**src/rtl/linear_double_ended_queue_top_assert.svh**
```systemverilog
// Assertion macros used by the deque datapath
`ifndef LINEAR_DOUBLE_ENDED_QUEUE_TOP_ASSERT_SVH
`define LINEAR_DOUBLE_ENDED_QUEUE_TOP_ASSERT_SVH

// property checked on every rising clock edge outside reset
`define LDQ_ASSERT(lbl, prop) \
	lbl: assert property (@(posedge clk) disable iff (!arst_n) (prop)) \
		else $error("deque assertion failed");

// implication checked in the next cycle
`define LDQ_ASSERT_NEXT(lbl, pre, post) \
	`LDQ_ASSERT(lbl, (pre) |=> (post))

`endif

```
**src/rtl/ldq_pkg.sv**
```systemverilog
// Package: sizes, opcodes, status codes, the controller state type and the controller/datapath command type
package ldq_pkg;

	localparam int DEPTH = 16;
	localparam int AW    = (DEPTH > 1) ? $clog2(DEPTH) : 1;
	localparam int PW    = $clog2(DEPTH + 1);
	localparam int OFF_W = 5;
	localparam int SW    = ((PW > OFF_W) ? PW : OFF_W) + 1;

	localparam logic [2:0] OP_PUSH_FRONT = 3'd0;
	localparam logic [2:0] OP_PUSH_REAR  = 3'd1;
	localparam logic [2:0] OP_POP_FRONT  = 3'd2;
	localparam logic [2:0] OP_POP_REAR   = 3'd3;
	localparam logic [2:0] OP_PEEK       = 3'd4;

	localparam logic [1:0] ST_OK    = 2'd0;
	localparam logic [1:0] ST_FULL  = 2'd1;
	localparam logic [1:0] ST_EMPTY = 2'd2;
	localparam logic [1:0] ST_RANGE = 2'd3;

	typedef enum logic [1:0] {
		S_IDLE = 2'b01,
		S_RESP = 2'b10
	} ldq_state_t;

	typedef struct packed {
		logic load;
	} ldq_cmd_t;

endpackage

```
**src/rtl/ldq_ctrl.sv**
```systemverilog
// Controller: handshake state machine for request and response beats
module ldq_ctrl (
	input  logic            clk,
	input  logic            arst_n,
	input  logic            in_valid,
	output logic            in_stall,
	output logic            out_valid,
	input  logic            out_stall,
	output ldq_pkg::ldq_cmd_t cmd
);
	import ldq_pkg::*;

	ldq_state_t state_q, state_d;

	// a new beat may enter in the same cycle the held result leaves
	assign out_valid = (state_q == S_RESP);
	assign in_stall  = (state_q == S_RESP) && out_stall;
	assign cmd.load  = in_valid && !in_stall;

	always_comb begin
		state_d = state_q;
		case (state_q)
			S_IDLE: begin
				if (cmd.load) state_d = S_RESP;
			end
			S_RESP: begin
				if (cmd.load) state_d = S_RESP;
				else if (!out_stall) state_d = S_IDLE;
			end
			default: begin
				state_d = S_IDLE;
			end
		endcase
	end

	always_ff @(posedge clk or negedge arst_n) begin
		if (!arst_n) state_q <= S_IDLE;
		else state_q <= state_d;
	end

endmodule

```
**src/rtl/ldq_dpath.sv**
```systemverilog
// Datapath: slot memory, front/rear pointers and the result register
module ldq_dpath (
	input  logic                      clk,
	input  logic                      arst_n,
	input  ldq_pkg::ldq_cmd_t         cmd,
	input  logic [2:0]                op,
	input  logic signed [31:0]        push_value,
	input  logic [ldq_pkg::OFF_W-1:0] peek_offset,
	output logic signed [31:0]        read_value,
	output logic [1:0]                status
);
	import ldq_pkg::*;

	`include "linear_double_ended_queue_top_assert.svh"

	// front indexes the first element and rear one past the last; both start at zero
	logic [PW-1:0] front_q, rear_q, front_d, rear_d;
	logic [31:0]   mem [DEPTH];
	logic [31:0]   rdata_q;
	logic          rd_en_q;
	logic [1:0]    status_q;

	logic          empty;
	logic [SW-1:0] peek_sum;
	logic [1:0]    status_d;
	logic          wr_en, rd_en;
	logic [AW-1:0] wr_addr, rd_addr;
	logic [PW-1:0] front_m1, rear_m1;

	assign empty    = (front_q == rear_q);
	assign front_m1 = front_q - PW'(1);
	assign rear_m1  = rear_q - PW'(1);
	assign peek_sum = SW'(front_q) + SW'(peek_offset);

	always_comb begin
		status_d = ST_OK;
		wr_en    = 1'b0;
		rd_en    = 1'b0;
		wr_addr  = '0;
		rd_addr  = '0;
		front_d  = front_q;
		rear_d   = rear_q;
		case (op)
			OP_PUSH_FRONT: begin
				if (front_q == '0) begin
					status_d = ST_FULL;
				end else begin
					wr_en   = 1'b1;
					wr_addr = front_m1[AW-1:0];
					front_d = front_m1;
				end
			end
			OP_PUSH_REAR: begin
				if (rear_q == PW'(DEPTH)) begin
					status_d = ST_FULL;
				end else begin
					wr_en   = 1'b1;
					wr_addr = rear_q[AW-1:0];
					rear_d  = rear_q + PW'(1);
				end
			end
			OP_POP_FRONT: begin
				if (empty) begin
					status_d = ST_EMPTY;
				end else begin
					rd_en   = 1'b1;
					rd_addr = front_q[AW-1:0];
					front_d = front_q + PW'(1);
				end
			end
			OP_POP_REAR: begin
				if (empty) begin
					status_d = ST_EMPTY;
				end else begin
					rd_en   = 1'b1;
					rd_addr = rear_m1[AW-1:0];
					rear_d  = rear_m1;
				end
			end
			OP_PEEK: begin
				if (peek_offset == '0) begin
					status_d = ST_RANGE;
				end else if (empty) begin
					status_d = ST_EMPTY;
				end else if (peek_sum > SW'(rear_q)) begin
					status_d = ST_RANGE;
				end else begin
					rd_en   = 1'b1;
					rd_addr = AW'(peek_sum - SW'(1));
				end
			end
			default: begin
				// undefined opcodes: no state change, ok with zero data
				status_d = ST_OK;
			end
		endcase
	end

	always_ff @(posedge clk) begin
		if (cmd.load && wr_en) mem[wr_addr] <= push_value;
		if (cmd.load && rd_en) rdata_q <= mem[rd_addr];
	end

	always_ff @(posedge clk or negedge arst_n) begin
		if (!arst_n) begin
			front_q  <= '0;
			rear_q   <= '0;
			rd_en_q  <= 1'b0;
			status_q <= ST_OK;
		end else if (cmd.load) begin
			front_q  <= front_d;
			rear_q   <= rear_d;
			rd_en_q  <= rd_en;
			status_q <= status_d;
		end
	end

	assign read_value = rd_en_q ? $signed(rdata_q) : '0;
	assign status     = status_q;

	`LDQ_ASSERT(a_ptr_order, front_q <= rear_q)
	`LDQ_ASSERT(a_rear_bound, rear_q <= PW'(DEPTH))
	`LDQ_ASSERT_NEXT(a_refused_holds, cmd.load && (status_d != ST_OK), $stable(front_q) && $stable(rear_q))
	`LDQ_ASSERT_NEXT(a_push_rear_step, cmd.load && wr_en && (op == OP_PUSH_REAR), rear_q == PW'($past(rear_q) + PW'(1)))
	`LDQ_ASSERT_NEXT(a_data_only_ok, cmd.load, rd_en_q == (status_q == ST_OK && rd_en_q))

endmodule

```
**src/rtl/linear_double_ended_queue_top.sv**
```systemverilog
// Deque of DEPTH signed 32-bit slots in a linear array; pointers start at
// slot zero and never wrap. Each request beat yields exactly one response beat
// with a value and a status (ok, no room at that end, empty, offset out of
// range). The response appears the cycle after the request is taken, read from
// the registered port of the slot memory; a new request is taken in the same
// cycle the pending response leaves, so one request per cycle is sustained
// while out_stall stays low.
module linear_double_ended_queue_top (
	input  logic                      clk,
	input  logic                      arst_n,
	input  logic                      in_valid,
	output logic                      in_stall,
	input  logic [2:0]                op,
	input  logic signed [31:0]        push_value,
	input  logic [ldq_pkg::OFF_W-1:0] peek_offset,
	output logic                      out_valid,
	input  logic                      out_stall,
	output logic signed [31:0]        read_value,
	output logic [1:0]                status
);
	import ldq_pkg::*;

	ldq_cmd_t cmd;

	ldq_ctrl u_ctrl (
		.clk       (clk),
		.arst_n    (arst_n),
		.in_valid  (in_valid),
		.in_stall  (in_stall),
		.out_valid (out_valid),
		.out_stall (out_stall),
		.cmd       (cmd)
	);

	ldq_dpath u_dpath (
		.clk         (clk),
		.arst_n      (arst_n),
		.cmd         (cmd),
		.op          (op),
		.push_value  (push_value),
		.peek_offset (peek_offset),
		.read_value  (read_value),
		.status      (status)
	);

endmodule
```
**config.mk**
```make
export PLATFORM = sky130hd
export DESIGN_NAME = linear_double_ended_queue_top
export DESIGN_NICKNAME = d
export VERILOG_FILES = /design/src/rtl/ldq_pkg.sv /design/src/rtl/ldq_ctrl.sv /design/src/rtl/ldq_dpath.sv /design/src/rtl/linear_double_ended_queue_top.sv
export VERILOG_INCLUDE_DIRS = /design/src /design/src/rtl
export SDC_FILE = /design/constraint.sdc
export NUM_CORES = 1
export LEC_CHECK = 0
export ABC_AREA = 1
export ABC_CLOCK_PERIOD_IN_PS = 5380
export BUFFER_PORTS_ARGS = -buffer_cell sky130_fd_sc_hd__buf_2
export CORE_ASPECT_RATIO = 0.7
export CORE_MARGIN = 2
export CORE_UTILIZATION = 58
export DETAILED_ROUTE_END_ITERATION = 12
export GPL_TIMING_DRIVEN = 0
export PLACE_DENSITY = 0.75
export SETUP_SLACK_MARGIN = 0.15
export SYNTH_ARGS = -nofsm -noshare
export SYNTH_HDL_FRONTEND = slang
export SYNTH_SLANG_ARGS = --single-unit
```
**constraint.sdc**
```tcl
create_clock -name clk -period 5.38 [get_ports clk]
set_input_delay 0.269 -clock clk [delete_from_list [all_inputs] [get_ports clk]]
set_output_delay 0.269 -clock clk [all_outputs]
set_load 0.02 [all_outputs]
```
Word-level counts from Yosys, hierarchy flattened

Memories as Yosys holds them, arrays and structs flattened. A register that Yosys moved wholly into a read port is not among the register bits.
Cells that the tools add are included.

$add $sub $neg: 6
Order comparisons: 1
Equality and inequality tests: 14
Mux-type cells: 37
Reduce and logical (&&, ||, !) cells: 14

Operators by type and width:

| kind                | number |
|---|---|
| $mux 32             | 1 |
| $mux 4              | 7 |
| $mux 5              | 4 |
| $pmux 5 s2          | 2 |
| $mux 2              | 7 |
| $pmux 4 s3          | 1 |
| $add 5x1->5 const B | 2 |
| $logic_not 5->1     | 2 |
| $mux 1              | 10 |
| $sub 5x1->5 const B | 2 |
| $ne 2x2->1 const B  | 4 |
| $pmux 2 s4          | 1 |
| $pmux 4 s2          | 1 |
| $reduce_and 4->1    | 2 |
| $add 5x5->6         | 1 |
| $eq 3x2->1 const B  | 2 |
| $gt 6x5->1          | 1 |
| $eq 5x5->1          | 1 |
| $eq 5x5->1 const B  | 1 |
| $logic_and 1x1->1   | 4 |
| $pmux 1 s2          | 2 |
| $pmux 2 s2          | 1 |
| $reduce_bool 2->1   | 2 |
| $sub 4x1->4 const B | 1 |
| other kinds (10)    | 10 |

Register bits: 15
Memory bits (writable): 512
Bits of input ports: 44
Word-level logic and storage cells: 78
Memories: 1

Memory list:

| memory      | depth | width | read ports | clocked after memory_dff | write ports | line            | source |
|---|---|---|---|---|---|---|---|
| u_dpath.mem | 16    | 32    | 1          | 1                        | 1           | ldq_dpath.sv:18 | `logic [31:0] mem [DEPTH];` |

Longest topological paths before layout

Gate-level depths: netlist of run 1.

Depth in word-level cells: 7
Mapped depth: 22
Mapped depth without buffers: 20

Cells and area by module

From an unflattened synthesis of run 1, not the netlist that was laid out.

Cells, all modules: 2,383
Area total of the unflattened synthesis: 25,346.8 um^2

By module, submodules not included:

| module    | times used | cells an instance | area each (um^2) |
|---|---|---|---|
| ldq_dpath | 1          | 2,361             | 25,190.4 |
| ldq_ctrl  | 1          | 22                | 156.4 |

Least setup slack after synthesis of run 1

Ideal clock, no wire load.

Path type: register -> register
From: reg u_dpath.front_q[0]
To: reg u_dpath.rdata_q[0] (read register of u_dpath.mem), enable pin
Data arrival time: 3,843 ps
Data required time: 4,946 ps
Slack: 1,103 ps
Stages on the path, launching flop included: 15
Buffers on the path: 0
Clock period less this slack: 4,277 ps
Cell sequence: dfrtp_1 > ha_1 > inv_1 > fa_1 > xnor2_1 > ha_1 > nand2_1 > inv_1 > nand2_1 > nand2_1 > nand2_1 > nand2_1 > a21oi_2 > nand3_2 > a21oi_1

Longest elaborated chain between the ends: 7
Elaborated cells between the ends (all ways): 16

RTL lines:

| item                     | line             | source |
|---|---|---|
| start: declaration       | ldq_dpath.sv:17  | `logic [PW-1:0] front_q, rear_q, front_d, rear_d;` |
| start signal: assignment | ldq_dpath.sv:111 | `front_q <= front_d;` |
| $add 5x5->6              | ldq_dpath.sv:33  | `assign peek_sum = SW'(front_q) + SW'(peek_offset);` |
| $gt 6x5->1               | ldq_dpath.sv:85  | `end else if (peek_sum > SW'(rear_q)) begin` |
| $mux 1                   | ldq_dpath.sv:85  |  |
| $mux 1                   | ldq_dpath.sv:83  | `end else if (empty) begin` |
| $mux 1                   | ldq_dpath.sv:81  | `if (peek_offset == '0) begin` |
| $pmux 1 s2               | ldq_dpath.sv:43  | `case (op)` |
| $logic_and 1x1->1        | ldq_dpath.sv:101 | `if (cmd.load && rd_en) rdata_q <= mem[rd_addr];` |
| end: declaration         | ldq_dpath.sv:19  | `logic [31:0] rdata_q;` |

Several ways; a longest one is shown, not always the timed one.
A chain may end at the register's enable or synchronous reset.

Worst setup path after layout of run 1

From: reg u_dpath.front_q[0]
To: reg u_dpath.rdata_q[17] (read register of u_dpath.mem) (data pin)

Same word-level chain as after synthesis.

==> results of run 1 <==
## power by group through the flow
| stage | clock [mW] | sequential (mW) | combinational (mW) |
|---|---|---|---|
| after CTS | 3.56 | 5.09 | 3.87 |
| after detailed placement | 0 | 5.18 | 3.84 |
| after global routing | 3.73 | 5.10 | 4.28 |
| after global placement | 0 | 5.19 | 3.69 |
| after floorplan | 0 | 5.17 | 2.51 |
| final | 3.55 | 5.09 | 3.96 |
## path summary, 6_finish.rpt
check / cells after the start / slack (ns) / to
worst max-delay path: 18 / 0.65 / u_dpath.rdata_q[17]$_DFFE_PP_
worst min-delay path: 4 / 0.03 / u_ctrl.state_q[0]$_DFFE_PN1P_
worst max register to register: 18 / 0.65 / u_dpath.rdata_q[17]$_DFFE_PP_
worst min register to register: 1 / 0.48 / u_dpath.status[0]$_DFFE_PN0P_
max in group asynchronous: 2 / 4.94 / u_ctrl.state_q[0]$_DFFE_PN1P_
min in group asynchronous: 2 / 0.14 / u_dpath.status[0]$_DFFE_PN0P_
## routing by layer
layer,part of all wire (%),GRT usage [%]
met2,44,46.9
met3,12,5.78
met1,41,45.2
met5,0,0
met4,2.9,9.66
## final cells by class
cell class                      count  area [um^2]  share of cell area, %
Buffer                            136          821                   2.87
Clock buffer                       62         1340                   4.67
Clock inverter                     25          233                  0.813
Inverter                          432         1620                   5.67
Multi-Input combinational cell   1247         6360                   22.2
Sequential cell                   559        16700                   58.3
Tap cell                          594          743                   2.59
Timing Repair Buffer               97          813                   2.84
## registers in the layout, summed over array words and instances (netlist names)
name,count
u_ctrl.state_q,2
u_dpath.rdata_q,32
u_dpath.front_q,5
u_dpath.rd_en_q,1
u_dpath.mem,512
u_dpath.status,2
u_dpath.rear_q,5
## stage by stage
| step | cells | TNS, ns | utilization (%) | hold WS [ns] |
|---|---|---|---|---|
| floorplan | 2374 | 0 | - | -0.0266 |
| global placement | 3047 | -31.88 | 61.1 | 0.192 |
| detailed placement | 3064 | 0 | 62.4 | 0.201 |
| CTS | 3152 | 0 | 66.0 | 0.0133 |
| global route | 3152 | 0 | 66.0 | 0.0428 |
| finish | 3152 | 0 | 66.0 | 0.0328 |
## cell usage after synthesis, types with 6 or more instances
cell type,instances,area [um^2]
sky130_fd_sc_hd__a21oi_1,14,70.1
sky130_fd_sc_hd__buf_2,86,430
sky130_fd_sc_hd__buf_4,12,90.1
sky130_fd_sc_hd__buf_6,21,236
sky130_fd_sc_hd__clkbuf_1,13,48.8
sky130_fd_sc_hd__dfrtp_1,14,350
sky130_fd_sc_hd__edfxtp_1,544,16300
sky130_fd_sc_hd__ha_1,17,213
sky130_fd_sc_hd__inv_1,424,1590
sky130_fd_sc_hd__inv_2,6,22.5
sky130_fd_sc_hd__nand2_1,428,1610
sky130_fd_sc_hd__nand3_1,588,2940
sky130_fd_sc_hd__nand3b_1,97,728
sky130_fd_sc_hd__nor2_1,33,124
sky130_fd_sc_hd__o21ai_0,16,80.1
sky130_fd_sc_hd__xnor2_1,6,52.6
sky130_fd_sc_hd__xor2_1,12,105
## worst max-delay path, cell delays in order (launching register included)
cell and delay [ns]:
sky130_fd_sc_hd__dfrtp_1 0.54, sky130_fd_sc_hd__ha_1 0.23, sky130_fd_sc_hd__inv_1 0.05, sky130_fd_sc_hd__fa_1 0.40, sky130_fd_sc_hd__xnor2_1 0.29, sky130_fd_sc_hd__ha_1 0.29, sky130_fd_sc_hd__nand2_1 0.07, sky130_fd_sc_hd__inv_1 0.05
sky130_fd_sc_hd__nand2_1 0.05, sky130_fd_sc_hd__nand2_1 0.04, sky130_fd_sc_hd__nand2_1 0.06, sky130_fd_sc_hd__nand2_1 0.06, sky130_fd_sc_hd__a21oi_2 0.32, sky130_fd_sc_hd__nand3_2 0.21, sky130_fd_sc_hd__o21ai_1 0.66, sky130_fd_sc_hd__inv_1 0.35
sky130_fd_sc_hd__buf_1 0.42, sky130_fd_sc_hd__nand3_1 0.24, sky130_fd_sc_hd__nand2_1 0.12
## cells by family (layout without fill, tap and decap cells)
group	Yosys count	in the layout
XOR/XNOR	18	18
adder cells (fa/ha/maj)	18	18
flip-flops	559	559
AO/OA/AOI/OAI	47	47
buffers and inverters	568	752
AND/OR/NAND/NOR	1164	1164
==> summary by stage, run 1 <==
Place
The placed standard-cell area is 0.0271 mm^2. The worst slack at placement is 0.796 ns. The placer's final routability congestion estimate is approximately 0.91.

Buffers placed on the I/O ports in this run total around 80. Once detailed placement completed, the half-perimeter wirelength came to 46700 um.

Power
Net switching is between 30% and 40% of the power. The clock share of power is between 20% and 30%. Sequential cells account for 40.4% of the total power.

The proportion of power drawn by combinational gates is 31.4%. The worst voltage drop across the vdd grid is 0.394 mV. The analysis attributes to cell leakage a power of 12.0 nW. Overall power consumption after layout is estimated at 12.6 mW. The internal power of the cells is 8.18 mW. Power spread over the standard cell area amounts to 440 mW/mm^2. The analysis attributes to net switching a power of 4.42 mW.

Synth
The post-synthesis cell type count is 41. The adder and majority gate portion of the synthesized area is less than 1%. The portion of synthesized area spent on multiplexers is 0%. The mean instance size in the synthesized netlist is about 11 um^2. The synthesized netlist devotes 1.07% of its cell area to compound gates. Synthesis handed over a netlist of between 2k and 2.5k instances. The portion of the post-synthesis area used by sequential elements is 65.8%.

In the synthesized netlist the dominant register cell turns out to be sky130_fd_sc_hd__edfxtp_1. The cell area after synthesis is 0.0254 mm^2. The main combinational cell family by area after synthesis is simple AND/OR/NAND/NOR gates. The post-synthesis simple-gate area fraction is 21.9%. The yosys synthesis warning count is 0. After Yosys synthesis, XOR and XNOR cells account for less than 1% of the synthesized area. Counting flops with a built-in enable in the synthesized netlist gives 544. Synthesis inferred 559 register bits. When the netlist entered floorplanning its net count stood at 2436. The share of synthesized flip-flops with an asynchronous set or reset is 2.68%.

STA
The largest clock skew in the final design is 0.0270 ns. Setup repair after global routing left no endpoint under its margin. Derived from the worst setup path, the maximum achievable clock frequency is 212 MHz. The final period demand of the worst path is 4.73 ns. For the pin with the worst max-slew slack, the measured transition is about 0.85 ns. The worst pin sits at a relative slew slack of 43.2%. The number of hold violations in the final report was 0. The setup-violating endpoint count in the final report is 0. Setup slack on the critical path of the routed design comes to 0.654 ns. The total count of max-transition violations in the final report is 0. After layout, the worst path uses 87.8% of the clock period.

Floorplanning
The number of top-level design ports is 80. From bottom edge to top edge, the die measures between 150 and 200 um. The number of core rows is 64. The effective utilization at floorplan is between 50% and 60%.

The area enclosed by the die boundary is between 0.04 and 0.05 mm^2. The area of the core is about 0.043 mm^2. From left edge to right edge, the die measures 254 um.

Worst setup path
In this run the worst setup path begins at u_dpath.front_q[0]$_DFFE_PN0P_. The critical path endpoint category is a flip-flop. Data arrives at the worst endpoint at 5.04 ns.

The maximum fanout count along the critical path is 10. The start-to-end type of the worst setup path is reg2reg. In this run the critical register-to-register path is launched from u_dpath.front_q[0]$_DFFE_PN0P_. The startpoint type of the worst setup path is a flip-flop. The data required time at the worst endpoint is 5.70 ns.

Min path
The class of the tightest hold or removal check is in2reg. The startpoint identified for the worst hold timing path is out_stall.

Route
The first detailed-routing pass ran for 6 iterations. In the routed design, unresolved DRC markers number 0. The post-detailed-route via-to-cell ratio is 5.77. For this block, the routed nets add up to 69000 um of wire.

The iteration-0 DRC count of the detailed router is between 2k and 3k. The count of nets left with antenna violations after detail routing is 0. Across all layers, the routed design uses 18.2k vias. The mean routed wirelength per cell is between 20 and 25 um.

Global route
The number of global-route vias before repair was 17.1k. Global routing used 30.8% of the available tracks across all layers. Entering global routing, the biggest net connects 29 pins. The first-pass GRT wire length is 103000 um.

The number of antenna violations at the first check in global routing is 0. The total overflow left after global routing is 0.

Flow run
The number of max-cap violations is 0.

Clock network
The number of buffers created by CTS is 52. The H-tree was split into 2 levels. After clock tree synthesis, the setup repair step added 0 buffers. The tree is rooted in a sky130_fd_sc_hd__clkbuf_16. The number of hold buffers added after CTS was 1. The clock latency on the worst-skew pair is 0.60 ns. After clock tree synthesis, the clock-pin slew on the worst setup and hold paths is 0.06 ns. No sink is reached through more buffers than the 3 on the longest clock path. The number of gates resized after cts is 0. The sink count of the clock tree is 559.

TritonCTS built the clock tree.

Final layout
The library cell used most frequently in the layout, excluding fill and tap cells, is sky130_fd_sc_hd__nand3_1. The finished cells cover between 0.02 and 0.03 mm^2. The final-stage net count is between 2k and 3k. The top cell types in the final layout, fill and taps aside, are sky130_fd_sc_hd__nand3_1, sky130_fd_sc_hd__edfxtp_1, sky130_fd_sc_hd__nand2_1. The count of inserted antenna diode cells is 0. Fill cells in the final layout number 3207. The fraction of final layout cells sized beyond drive strength 1 is 12.6%. The growth of design area from synthesis to finish is 12.8%.

Outcome
The run finished with clean final reports.
Power figures use the tool's default switching activity.
==> run 2: changes to the inputs <==
Settings changed: ABC_CLOCK_PERIOD_IN_PS 5380 to 4200, CORE_UTILIZATION 58 to 56, PLACE_DENSITY 0.75 to 0.76.
Clock period 5.38 ns to 4.2 ns, I/O delays scaled along.
==> run 2 against run 1 <==
Effect of this change: maximum frequency grew 21%; final cell count grew 0.79%; first-iteration DRC count shrank 0.49%; power grew 29%; clock skew shrank 0.0026 ns; clock power grew 32%; sequential power grew 28%; clock-buffer cell count grew 6; wire length grew 1.1%.
==> summary by stage, run 2 (same netlist as run 1, synthesis figures left out) <==
STA
The post-route setup TNS is 0 ns (unchanged). The relative max-transition margin is 39.2% (-4.0 points). The slew at the pin closest to its max-slew limit is 0.912 ns (+0.0600 ns).

Setup repair after global routing could not meet its margin everywhere. The total count of max-transition violations in the final report came to 0 (unchanged). The largest clock skew in the final design was 0.0244 ns (-0.00259 ns). The post-route worst hold slack is 0.0177 ns (-0.0151 ns).

The timing-limited maximum frequency came to 256 MHz (+21%). The number of hold violations in the final report came to 0 (unchanged). The part of the cycle the worst path needs is 92.9% (+5.0 points). The setup-violating endpoint count in the final report is 0 (unchanged). The final period demand of the worst path is 3.90 ns (-0.825 ns).

Final layout
The growth of design area from synthesis to finish is 14.0%. The flip-flop count of the largest register, all copies and words added came to 512 (unchanged). The count of non-filler cells in the finished layout was 3177 (+0.79%). The count of inserted antenna diode cells was 0 (unchanged). The fraction of final layout cells sized beyond drive strength 1 is 13.2% (+0.66 points). In the layout the commonest cells are sky130_fd_sc_hd__nand3_1, sky130_fd_sc_hd__edfxtp_1, sky130_fd_sc_hd__nand2_1. The largest registers in the layout are u_dpath.mem (512), u_dpath.rdata_q (32). The final-stage net count is 2597 (+0.39%). Leaving out fill and tap cells, the most frequent cell in the layout is sky130_fd_sc_hd__nand3_1.

Ranked by flip-flop count, first place goes to u_dpath.mem. The layout filler cell count came to 3400 (+6.0%). The utilization after layout is 64.4% (-1.6 points).

Worst setup path
The arrival time reported for the critical path endpoint is 4.23 ns (-0.81 ns). The worst setup path is captured at a flip-flop. The maximum fanout count along the critical path is 10 (unchanged). The startpoint type of the worst setup path is a flip-flop.

The setup path with the least slack is of type reg2reg. The cell depth of the worst flop-to-flop path is 21 (+3). The data required time at the worst endpoint is 4.52 ns (-1.18 ns).

Floorplanning
The area enclosed by the die boundary is 0.0471 mm^2 (+3.5%). The number of top-level design ports is 80 (unchanged). The effective utilization at floorplan came to 56.5% (-1.9 points).

The number of core rows came to 65 (+1.6%). The die height is 182 um (+1.7%). The die outline width is 258 um (+1.7%). The area of the core came to 0.0449 mm^2 (+3.4%).

Outcome
The run finished with clean final reports.

Power
The standby leakage power was 12.1 nW (+1.0%). The worst voltage drop across the vdd grid is 0.349 mV (-11%). The ratio of total power to cell area is 564 mW/mm^2 (+28%).

Clock network
The TritonCTS clock tree is yes. The largest buffer count on any clock path came to 3 (unchanged). The number of buffers created by CTS is 53 (+1.9%). Clock tree synthesis selected as its root buffer the cell sky130_fd_sc_hd__clkbuf_16. The clock transition at the registers of the reported paths is 0.07 ns (about the same).

The clock latency on the worst-skew pair was 0.59 ns (about the same). The sink count of the clock tree was 559 (unchanged). The number of H-tree levels is 2 (unchanged).

Global route
The number of global-route vias before repair is 17.6k (+3.4%). The maximum number of pins on one net before global-route repair is 25 (-14%). The total congestion overflow after global routing is 0 (unchanged). The aggregate global-route resource usage is 29.7% (-1.1 points). The number of antenna violations at the first check in global routing is 0 (unchanged).

The first-pass GRT wire length is 104000 um (+1.7%).

Route
The detailed-router iteration count before antenna repair is 8 (+2). The mean routed wirelength per cell is 22.0 um (+0.32%). The iteration-0 DRC count of the detailed router is 2827 (-0.49%).

The post-detailed-route via-to-cell ratio is 5.81 (+0.75%). The number of vias in the routed layout is 18.5k (+1.5%). The DRC violation count after routing is 0 (unchanged). The count of nets left with antenna violations after detail routing is 0 (unchanged).

The routed wire length is 69800 um (+1.1%).

Place
The number of port buffers is 79 (unchanged). The placed wire-length estimate after detailed placement is 47200 um (+1.1%). The placer's final routability congestion estimate is 0.923 (+1.0%). The placed cell count is 3073 (+0.29%).

Flow run
The number of max-cap violations came to 0 (unchanged).

Min path
The worst hold path belongs to the class in2reg. The cell count of the worst hold path was 1 (-3).
## run 2: cell count changes in the layout (fill, tap and decap cells not counted), sizes merged
cell / change
dlygate4sd3: +9
clkbuf: +8
clkinvlp: +3
buf: -2
clkinv: -1
inv: -1
## run 2: final timing paths
check / from / endpoint / slack [ns]
worst max-delay path: u_dpath.front_q[0]$_DFFE_PN0P_ / u_dpath.rdata_q[29]$_DFFE_PP_ / 0.30
max in group asynchronous: arst_n / u_ctrl.state_q[0]$_DFFE_PN1P_ / 3.80
worst min register to register: u_dpath.status[1]$_DFFE_PN0P_ / u_dpath.status[1]$_DFFE_PN0P_ / 0.49
min in group asynchronous: arst_n / u_dpath.status[1]$_DFFE_PN0P_ / 0.09
worst max register to register: u_dpath.front_q[0]$_DFFE_PN0P_ / u_dpath.rdata_q[29]$_DFFE_PP_ / 0.30
worst min-delay path: push_value[16] / u_dpath.mem[10][16]$_DFFE_PP_ / 0.02
## run 2: metrics by stage
step                      worst slack, ns  power, mW  area [um^2]
after floorplan                     0.428       9.83        25400
after global placement              -1.18       11.3        26500
after detailed placement           -0.329       11.5        27100
after CTS                           0.231       16.2        28900
after global routing                0.142       17.0        28900
final                               0.299       16.3        28900
## run 2: report_power, final
part	internal [mW]	switching, mW	leakage (nW)
Sequential	6.41	0.124	5.08
Clock	2.63	2.05	0.804
Combinational	1.60	3.50	6.20
Total	10.6	5.67	12.1
## run 2: layout make-up
cell class	instances	area, um^2	share of cell area [%]
Sequential cell	559	16700	57.8
Multi-Input combinational cell	1247	6410	22.2
Inverter	432	1620	5.61
Clock buffer	68	1430	4.93
Timing Repair Buffer	106	926	3.20
Buffer	136	837	2.89
Tap cell	603	754	2.61
Clock inverter	26	234	0.809
## run 2: what timing repair did
item                                    CTS  global route
hold endpoints to repair                111             0
pin swaps                                 0             0
hold buffers                             10             0
endpoints found under the setup margin   32            32
resized for setup                        13             9
cloned                                    0             0
setup buffers                             0             0
## run 2: per-layer routing
layer / vias to the layer above / global-route usage (%) / part of all wire [%]
met5: - / 0 / 0
met4: 0 / 9.90 / 3.4
met3: 173 / 7.18 / 13
met2: 1253 / 44.0 / 43
met1: 8764 / 43.5 / 40
li1: 8283 / - / -
## run 2: critical path, cell delays in order, from the launching register on
cell and delay [ns]:
sky130_fd_sc_hd__dfrtp_2 0.48, sky130_fd_sc_hd__ha_1 0.21, sky130_fd_sc_hd__inv_1 0.06, sky130_fd_sc_hd__fa_1 0.42, sky130_fd_sc_hd__xnor2_2 0.23, sky130_fd_sc_hd__ha_1 0.27, sky130_fd_sc_hd__nand2_1 0.06, sky130_fd_sc_hd__inv_1 0.05
sky130_fd_sc_hd__nand2_1 0.06, sky130_fd_sc_hd__nand2_1 0.04, sky130_fd_sc_hd__nand2_1 0.05, sky130_fd_sc_hd__nand2_1 0.08, sky130_fd_sc_hd__a21oi_4 0.24, sky130_fd_sc_hd__nand4_4 0.21, sky130_fd_sc_hd__nand2_2 0.17, sky130_fd_sc_hd__buf_6 0.17
sky130_fd_sc_hd__buf_2 0.31, sky130_fd_sc_hd__nand2_1 0.11, sky130_fd_sc_hd__nand3_1 0.09, sky130_fd_sc_hd__nand3_1 0.16, sky130_fd_sc_hd__nand3_1 0.13, sky130_fd_sc_hd__nand2_1 0.06
